==> config.mk <==
export PLATFORM = sky130hd
export DESIGN_NAME = ray_ground_point_classifier
export DESIGN_NICKNAME = d
export VERILOG_FILES = /design/src/rgpc_pkg.sv /design/src/ray_ground_point_classifier.sv /design/src/rgpc_regs.sv /design/src/rgpc_classify.sv
export SDC_FILE = /design/constraint.sdc
export NUM_CORES = 2
export LEC_CHECK = 0
export BUFFER_PORTS_ARGS = -buffer_cell sky130_fd_sc_hd__buf_2
export CORE_ASPECT_RATIO = 2
export CORE_UTILIZATION = 50
export CTS_CLUSTER_SIZE = 25
export DETAILED_ROUTE_END_ITERATION = 8
export GPL_TIMING_DRIVEN = 0
export PLACE_DENSITY_LB_ADDON = 0.15
export SKIP_CTS_REPAIR_TIMING = 1
export SYNTH_ARGS = -nofsm -noshare
export SYNTH_HDL_FRONTEND = slang
export SYNTH_HIERARCHICAL = 1
export SYNTH_SLANG_ARGS = --single-unit
==> constraint.sdc <==
create_clock -name clk -period 17.5 [get_ports clk]
set_input_delay 1.75 -clock clk [delete_from_list [all_inputs] [get_ports clk]]
set_output_delay 1.75 -clock clk [all_outputs]
set_load 0.02 [all_outputs]
==> src/rgpc_pkg.sv <==
// shared types, constants and register codes for the ray ground point classifier
`default_nettype none

package rgpc_pkg;

  // point index width carried through to the result
  localparam int INDEX_BITS = 16;

  // field widths
  localparam int RADIUS_W = 18;
  localparam int HEIGHT_W = 16;
  localparam int SENSOR_W = 14;
  localparam int TAN_W    = 16;
  localparam int NEAR_W   = 12;
  localparam int FRAC_W   = 12;

  // configuration bus
  localparam int ADDR_W = 4;
  localparam int DATA_W = 32;

  // register reset values
  localparam logic [SENSOR_W-1:0] SENSOR_RST    = 14'd2000;
  localparam logic [TAN_W-1:0]    TAN_LOCAL_RST = 16'd722;
  localparam logic [TAN_W-1:0]    TAN_GEN_RST   = 16'd286;
  localparam logic [NEAR_W-1:0]   NEAR_RST      = 12'd150;

  // word index of each register
  typedef enum logic [1:0] {
    RegSensorHeight = 2'd0,
    RegTanLocal     = 2'd1,
    RegTanGeneral   = 2'd2,
    RegNearDistance = 2'd3
  } reg_idx_t;

  // current register contents
  typedef struct packed {
    logic [SENSOR_W-1:0] sensor_height_mm;
    logic [TAN_W-1:0]    tan_local_q12;
    logic [TAN_W-1:0]    tan_general_q12;
    logic [NEAR_W-1:0]   near_distance_mm;
  } cfg_t;

  // previous kept point of the ray
  typedef struct packed {
    logic [RADIUS_W-1:0]        radius;
    logic signed [HEIGHT_W-1:0] height;
    logic                       ground;
  } ray_state_t;

  // classification of one point
  typedef struct packed {
    logic       keep;
    logic       ground;
    ray_state_t base;
  } cls_t;

endpackage

`default_nettype wire

==> src/ray_ground_point_classifier.sv <==
// top level: input register, point classification, ray state and result register
`default_nettype none

// Ray ground point classifier. Points enter one per transaction, grouped by ray
// and sorted by radius, first_of_ray set on the first point of each ray. A point
// within near_distance_mm of the previous kept point in both height and radius
// is dropped and produces no result transaction; every other point produces one
// result carrying its index and a ground flag. The block takes one point every
// cycle unless a result waits stalled with a point in the input register: a
// point is captured in the input register, then classified and folded into the
// ray state in one combinational step on its way to the result register, which
// offers its result. That step (two 16x18 slope products and their compares,
// feeding the previous-point registers) sets the clock limit. The output
// register lets a new point enter while a result waits. Configuration is written
// over the APB-style port while no points are in flight; a new sensor height
// applies to the global test at once and to the ray state at the next ray start.
module ray_ground_point_classifier
  import rgpc_pkg::*;
(
  input  wire logic                       clk,
  input  wire logic                       rst_n,
  // point input
  input  wire logic                       in_valid,
  output logic                            in_stall,
  input  wire logic        [RADIUS_W-1:0] in_radius_mm,
  input  wire logic signed [HEIGHT_W-1:0] in_height_mm,
  input  wire logic      [INDEX_BITS-1:0] in_point_index,
  input  wire logic                       in_first_of_ray,
  // result output
  output logic                            out_valid,
  input  wire logic                       out_stall,
  output logic           [INDEX_BITS-1:0] out_index_out,
  output logic                            out_is_ground,
  // configuration
  input  wire logic                       psel,
  input  wire logic                       penable,
  input  wire logic                       pwrite,
  input  wire logic         [ADDR_W-1:0]  paddr,
  input  wire logic         [DATA_W-1:0]  pwdata,
  output logic              [DATA_W-1:0]  prdata,
  output logic                            pready
);

  cfg_t                       cfg;
  cls_t                       cls;

  logic                       s1_valid_r;
  logic [RADIUS_W-1:0]        s1_radius_r;
  logic signed [HEIGHT_W-1:0] s1_height_r;
  logic [INDEX_BITS-1:0]      s1_index_r;
  logic                       s1_first_r;

  ray_state_t                 state_r;
  ray_state_t                 state_nxt;

  logic                       out_valid_r;
  logic [INDEX_BITS-1:0]      out_index_r;
  logic                       out_ground_r;

  logic                       adv;
  logic                       proc;

  rgpc_regs u_regs (
    .clk     (clk),
    .rst_n   (rst_n),
    .psel    (psel),
    .penable (penable),
    .pwrite  (pwrite),
    .paddr   (paddr),
    .pwdata  (pwdata),
    .prdata  (prdata),
    .pready  (pready),
    .cfg     (cfg)
  );

  rgpc_classify u_classify (
    .cfg    (cfg),
    .prev   (state_r),
    .radius (s1_radius_r),
    .height (s1_height_r),
    .first  (s1_first_r),
    .cls    (cls)
  );

  // pipeline moves when the result register is free or being emptied
  assign adv      = !out_valid_r || !out_stall;
  assign proc     = s1_valid_r && adv;
  assign in_stall = s1_valid_r && !adv;

  // input register, refilled whenever it is empty or being processed
  always_ff @(posedge clk) begin
    if (!rst_n) begin
      s1_valid_r <= 1'b0;
    end else if (!in_stall) begin
      s1_valid_r <= in_valid;
    end
  end

  always_ff @(posedge clk) begin
    if (!in_stall && in_valid) begin
      s1_radius_r <= in_radius_mm;
      s1_height_r <= in_height_mm;
      s1_index_r  <= in_point_index;
      s1_first_r  <= in_first_of_ray;
    end
  end

  // previous kept point; a dropped ray start still restarts the ray
  always_comb begin
    state_nxt = state_r;
    if (proc) begin
      if (cls.keep) begin
        state_nxt.radius = s1_radius_r;
        state_nxt.height = s1_height_r;
        state_nxt.ground = cls.ground;
      end else begin
        state_nxt = cls.base;
      end
    end
  end

  always_ff @(posedge clk) begin
    if (!rst_n) begin
      state_r.radius <= '0;
      state_r.height <= HEIGHT_W'(-$signed({2'b00, SENSOR_RST}));
      state_r.ground <= 1'b1;
    end else begin
      state_r <= state_nxt;
    end
  end

  // result register
  always_ff @(posedge clk) begin
    if (!rst_n) begin
      out_valid_r <= 1'b0;
    end else if (adv) begin
      out_valid_r <= s1_valid_r && cls.keep;
    end
  end

  always_ff @(posedge clk) begin
    if (proc && cls.keep) begin
      out_index_r  <= s1_index_r;
      out_ground_r <= cls.ground;
    end
  end

  assign out_valid     = out_valid_r;
  assign out_index_out = out_index_r;
  assign out_is_ground = out_ground_r;

`ifndef SYNTHESIS
  // input is held back only behind a waiting point
  a_stall_needs_point: assert property (@(posedge clk) disable iff (!rst_n)
    in_stall |-> s1_valid_r)
    else $error("input stalled with empty input register");

  // a new result comes only from a point that was processed
  a_result_from_point: assert property (@(posedge clk) disable iff (!rst_n)
    $rose(out_valid_r) |-> $past(s1_valid_r))
    else $error("result appeared without a point");

  // ray state changes only when a point is processed
  a_state_hold: assert property (@(posedge clk) disable iff (!rst_n)
    ($past(rst_n) && !$past(proc)) |-> $stable(state_r))
    else $error("ray state changed with no point processed");

  // a stalled result is never overwritten
  a_result_hold: assert property (@(posedge clk) disable iff (!rst_n)
    ($past(rst_n) && $past(out_valid_r && out_stall))
      |-> (out_valid_r && $stable(out_index_r) && $stable(out_ground_r)))
    else $error("stalled result lost or changed");
`endif

endmodule

`default_nettype wire

==> src/rgpc_regs.sv <==
// configuration register file behind the apb-style port
`default_nettype none

module rgpc_regs
  import rgpc_pkg::*;
(
  input  wire logic              clk,
  input  wire logic              rst_n,
  input  wire logic              psel,
  input  wire logic              penable,
  input  wire logic              pwrite,
  input  wire logic [ADDR_W-1:0] paddr,
  input  wire logic [DATA_W-1:0] pwdata,
  output logic      [DATA_W-1:0] prdata,
  output logic                   pready,
  output cfg_t                   cfg
);

  cfg_t     cfg_r;
  cfg_t     cfg_nxt;
  reg_idx_t idx;
  logic     wr_en;

  assign pready = 1'b1;
  assign idx    = reg_idx_t'(paddr[ADDR_W-1:2]);
  assign wr_en  = psel && penable && pwrite && pready;
  assign cfg    = cfg_r;

  // write decode
  always_comb begin
    cfg_nxt = cfg_r;
    if (wr_en) begin
      unique case (idx)
        RegSensorHeight: cfg_nxt.sensor_height_mm = pwdata[SENSOR_W-1:0];
        RegTanLocal:     cfg_nxt.tan_local_q12    = pwdata[TAN_W-1:0];
        RegTanGeneral:   cfg_nxt.tan_general_q12  = pwdata[TAN_W-1:0];
        RegNearDistance: cfg_nxt.near_distance_mm = pwdata[NEAR_W-1:0];
        default:         cfg_nxt = cfg_r;
      endcase
    end
  end

  always_ff @(posedge clk) begin
    if (!rst_n) begin
      cfg_r.sensor_height_mm <= SENSOR_RST;
      cfg_r.tan_local_q12    <= TAN_LOCAL_RST;
      cfg_r.tan_general_q12  <= TAN_GEN_RST;
      cfg_r.near_distance_mm <= NEAR_RST;
    end else begin
      cfg_r <= cfg_nxt;
    end
  end

  // read decode
  always_comb begin
    unique case (idx)
      RegSensorHeight: prdata = DATA_W'(cfg_r.sensor_height_mm);
      RegTanLocal:     prdata = DATA_W'(cfg_r.tan_local_q12);
      RegTanGeneral:   prdata = DATA_W'(cfg_r.tan_general_q12);
      RegNearDistance: prdata = DATA_W'(cfg_r.near_distance_mm);
      default:         prdata = '0;
    endcase
  end

endmodule

`default_nettype wire

==> src/rgpc_classify.sv <==
// duplicate test and local/global slope tests for one point
`default_nettype none

module rgpc_classify
  import rgpc_pkg::*;
(
  input  wire cfg_t                        cfg,
  input  wire ray_state_t                  prev,
  input  wire logic        [RADIUS_W-1:0]  radius,
  input  wire logic signed [HEIGHT_W-1:0]  height,
  input  wire logic                        first,
  output cls_t                             cls
);

  ray_state_t                base;
  logic [HEIGHT_W:0]         dz_diff;
  logic [HEIGHT_W-1:0]       dz_abs;
  logic [RADIUS_W:0]         dr_diff;
  logic [RADIUS_W-1:0]       dr_abs;
  logic                      dr_back;
  logic [HEIGHT_W:0]         gz_sum;
  logic [HEIGHT_W-1:0]       gz_abs;
  logic                      dup;
  logic [HEIGHT_W+FRAC_W-1:0] loc_lhs;
  logic [HEIGHT_W+FRAC_W-1:0] gen_lhs;
  logic [TAN_W+RADIUS_W-1:0] loc_rhs;
  logic [TAN_W+RADIUS_W-1:0] gen_rhs;
  logic                      local_ok;
  logic                      global_ok;
  logic                      ground;

  // a new ray starts from the ground under the sensor
  always_comb begin
    if (first) begin
      base.radius = '0;
      base.height = HEIGHT_W'(-$signed({2'b00, cfg.sensor_height_mm}));
      base.ground = 1'b1;
    end else begin
      base = prev;
    end
  end

  // distances to the previous point
  assign dz_diff = {height[HEIGHT_W-1], height} - {base.height[HEIGHT_W-1], base.height};
  assign dz_abs  = dz_diff[HEIGHT_W] ? HEIGHT_W'(-dz_diff) : dz_diff[HEIGHT_W-1:0];
  assign dr_diff = {1'b0, radius} - {1'b0, base.radius};
  assign dr_back = dr_diff[RADIUS_W];
  assign dr_abs  = dr_back ? RADIUS_W'(-dr_diff) : dr_diff[RADIUS_W-1:0];

  // height above the ground under the sensor
  assign gz_sum = {height[HEIGHT_W-1], height}
                + {{(HEIGHT_W+1-SENSOR_W){1'b0}}, cfg.sensor_height_mm};
  assign gz_abs = gz_sum[HEIGHT_W] ? HEIGHT_W'(-gz_sum) : gz_sum[HEIGHT_W-1:0];

  // near duplicate of the previous point
  assign dup = (dz_abs <= HEIGHT_W'(cfg.near_distance_mm))
            && (dr_abs <= RADIUS_W'(cfg.near_distance_mm));

  // slope tests: |dz| * 2^12 <= tan * dr
  assign loc_lhs   = {dz_abs, {FRAC_W{1'b0}}};
  assign gen_lhs   = {gz_abs, {FRAC_W{1'b0}}};
  assign loc_rhs   = cfg.tan_local_q12 * dr_abs;
  assign gen_rhs   = cfg.tan_general_q12 * radius;
  assign local_ok  = !dr_back && ((TAN_W+RADIUS_W)'(loc_lhs) <= loc_rhs);
  assign global_ok = (TAN_W+RADIUS_W)'(gen_lhs) <= gen_rhs;

  // class decision
  always_comb begin
    if (first) begin
      ground = global_ok;
    end else if (local_ok) begin
      ground = base.ground || global_ok;
    end else begin
      ground = 1'b0;
    end
  end

  assign cls.keep   = !dup;
  assign cls.ground = ground;
  assign cls.base   = base;

endmodule

`default_nettype wire

==> impl_metrics.toml <==
[status]
outcome = "completed"

[sta]
worst_hold_slack_ns = 0.417
maxSlewViolCount = 0
finalHoldViolations = 0
finalCritPeriodShare = 0.929
finalSetupViolCount = 0
fmax_mhz = 61.5
worst_slew_pin_slew_ns = 1.44
fin_tns_setup_ns = 0
clock_skew_ns = 0.0275
period_minus_slack_ns = 16.26
slew_headroom = 0.0359
rsz0062_at_grt = "no"

[synth]
synth_edf_count = 68
ys_ff_latch = 163
synthCells = 3373
synth_top_family_by_area = "adder cells"
ys_async_sr_fraction = 0
synth_compound_area_frac = 0.0971
synthFlopType = "dfxtp_1"
postSynthAreaPerCell_um2 = 8.98
yosysSeqAreaShare = 0.130
synthMuxAreaShare = 0.0435
synth_fa_ha_area_frac = 0.428
netlist-cell-type-count = 92
synth_xor_area_frac = 0.0391
synthesis.area_mm2 = 0.0303
synth-simple-area-share = 0.165
synth_warnings = 6

[setup_path]
crit_slowest_cell = "o32ai_1"
max_stage_delay_ns = 1.00
cp-start-kind = "register"
crit_family = "adder cells"
cpMostUsedCell = "fa_1"
crit_fanout = 10
required_ns = 17.89
reg2reg_slack_ns = 1.24
critPathArrivalTime_ns = 16.65
path_class = "reg -> reg"
critPathCaptureType = "register"
crit_buf_inv = 7

[die]
start_util = 0.505
die_y_um = 350
pin_count = 146
die_area_mm2 = 0.0616
row_count = 127
core_mm2 = 0.0599
die_w_um = 176

[clock_tree]
cts_buffers = 25
cts_tree = "done"
cts_max_level = 4
clk_latency_ns = 0.53
cts.clk_slew.worst_paths_ns = 0.08
clock-sinks = 163
cts_max_path_buffers = 3
cts-root-buf = "clkbuf_16"

[flow_run]
cap_violations = 0

[detailed_routing]
drc = 0
first_iter_violations = 1389
routed_wl_mm = 98.4
num_vias = 24500
antenna_left = 0
drtPass1Iterations = 7
wire_per_inst_um = 22.9
via_per_inst = 5.69

[final_layout]
final_cell_area_mm2 = 0.0326
multi_input_area_mm2 = 0.0235
finalNetCount = 4385
seq_area_mm2 = 0.00394
filler_cell_count = 5645
final_layout_size_suffix_gt1_frac = 0.0686
fin_cells = 4307
syn_to_final_growth_pct = 7.65

[global_routing]
antenna_found_initial = 2
grt_pass1_wl_mm = 150
grt_pass1_vias = 26200
grt_start_max_net_pins = 34
grt_usage = 0.332
overflow = 0

[pwr]
powerDensity_mw_per_mm2 = 213
cellLeakagePower_nw = 16.0
peakVddDrop_v = 0.000283

[placed_design]
place_area_mm2 = 0.0319
dp_cells = 4271
io_buffers = 108
post-dp-hpwl_mm = 82.8
place_congestion = 1.01

[hold_path]
hp-class = "reg -> reg"
[state kept, by name, summed over array words and instances, names as in the netlist]
name and flops:
s1_radius_r 18, out_index_out 16, state_r 35, s1_first_r 1, s1_height_r 16, u_regs/cfg 58
out_is_ground 1, s1_valid_r 1, s1_index_r 16, out_valid 1
[path summary, 6_finish.rpt]
check | to | depth (start not counted) | start
worst max-delay path | state_r[0]$_SDFFE_PN1P_ | 47 | s1_first_r$_DFFE_PP_
worst min-delay path | out_index_out[9]$_DFFE_PP_ | 0 | s1_index_r[9]$_DFFE_PP_
worst max register to register | state_r[0]$_SDFFE_PN1P_ | 47 | s1_first_r$_DFFE_PP_
worst min register to register | out_index_out[9]$_DFFE_PP_ | 0 | s1_index_r[9]$_DFFE_PP_
[synth_stat cells (73+ instances only)]
library cell / number / share of area
o21ai_0: 73 / 0.012
fa_1: 447 / 0.30
xnor2_1: 87 / 0.025
ha_1: 320 / 0.13
inv_1: 588 / 0.073
dfxtp_1: 95 / 0.063
mux2i_1: 87 / 0.029
nor2_1: 76 / 0.0094
and2_1: 223 / 0.046
nand2_1: 483 / 0.060
a21oi_1: 118 / 0.020
clkbuf_1: 94 / 0.012
[layer usage]
layer | vias up | track usage | wire [um]
li1 | 11100 | - | -
met1 | 12100 | 0.306 | 31100
met2 | 845 | 0.617 | 51900
met3 | 427 | 0.0423 | 4450
met4 | 0 | 0.316 | 11000
met5 | - | 0 | 0
[through the flow]
step | worst slack (ns) | power [W] | utilization
finish | 1.24 | 0.00695 | 0.544
global route | 0.810 | 0.00766 | 0.544
CTS | 1.55 | 0.00694 | 0.544
detailed placement | 1.60 | 0.00643 | 0.532
global placement | 1.61 | 0.00639 | 0.532
floorplan | 6.54 | 0.00470 | -
[layout make-up]
type	instances	area share
well taps	774	0.0297
diodes	3	0.000230
repair buffers	109	0.0172
clock buffers	31	0.0205
clock inverters	2	0.00104
multi-input cells	2492	0.720
inverters	589	0.0678
plain buffers	144	0.0225
flip-flops and latches	163	0.121
[cell families after synthesis]
kind of cell	count (synthesis)
AND/OR/NAND/NOR	1019
adder cells (fa/ha/maj)	767
buffers and inverters	733
AO/OA/AOI/OAI	440
flip-flops	163
XOR/XNOR	135
multiplexers	114
other	2
[power by group]
part / internal, W / switching, W / total (W)
Clock: 0.000279 / 0.000177 / 0.000456
Combinational: 0.00238 / 0.00368 / 0.00605
Sequential: 0.000416 / 0.0000258 / 0.000442
Total: 0.00307 / 0.00388 / 0.00695
[cells in the final DEF (no fill, tap or decap), drive strengths merged, types with 8 or more instances in the layout]
| cell type | instances |
|---|---|
| a211oi | 18 |
| a21o | 62 |
| a21oi | 120 |
| a2bb2oi | 8 |
| a31oi | 21 |
| and2 | 226 |
| and3 | 10 |
| buf | 157 |
| clkbuf | 127 |
| conb | 17 |
| dfxtp | 95 |
| edfxtp | 68 |
| fa | 447 |
| ha | 320 |
| inv | 588 |
| mux2 | 15 |
| mux2i | 87 |
| mux4 | 12 |
| nand2 | 485 |
| nand2b | 33 |
| nand3 | 31 |
| nand4 | 20 |
| nor2 | 76 |
| nor2b | 55 |
| nor3 | 31 |
| nor4 | 10 |
| o211ai | 16 |
| o21a | 14 |
| o21ai | 75 |
| o21bai | 12 |
| o2bb2ai | 27 |
| o31ai | 10 |
| or3 | 8 |
| xnor2 | 87 |
| xor2 | 48 |
No activity file was read; power rests on OpenSTA's default activity.
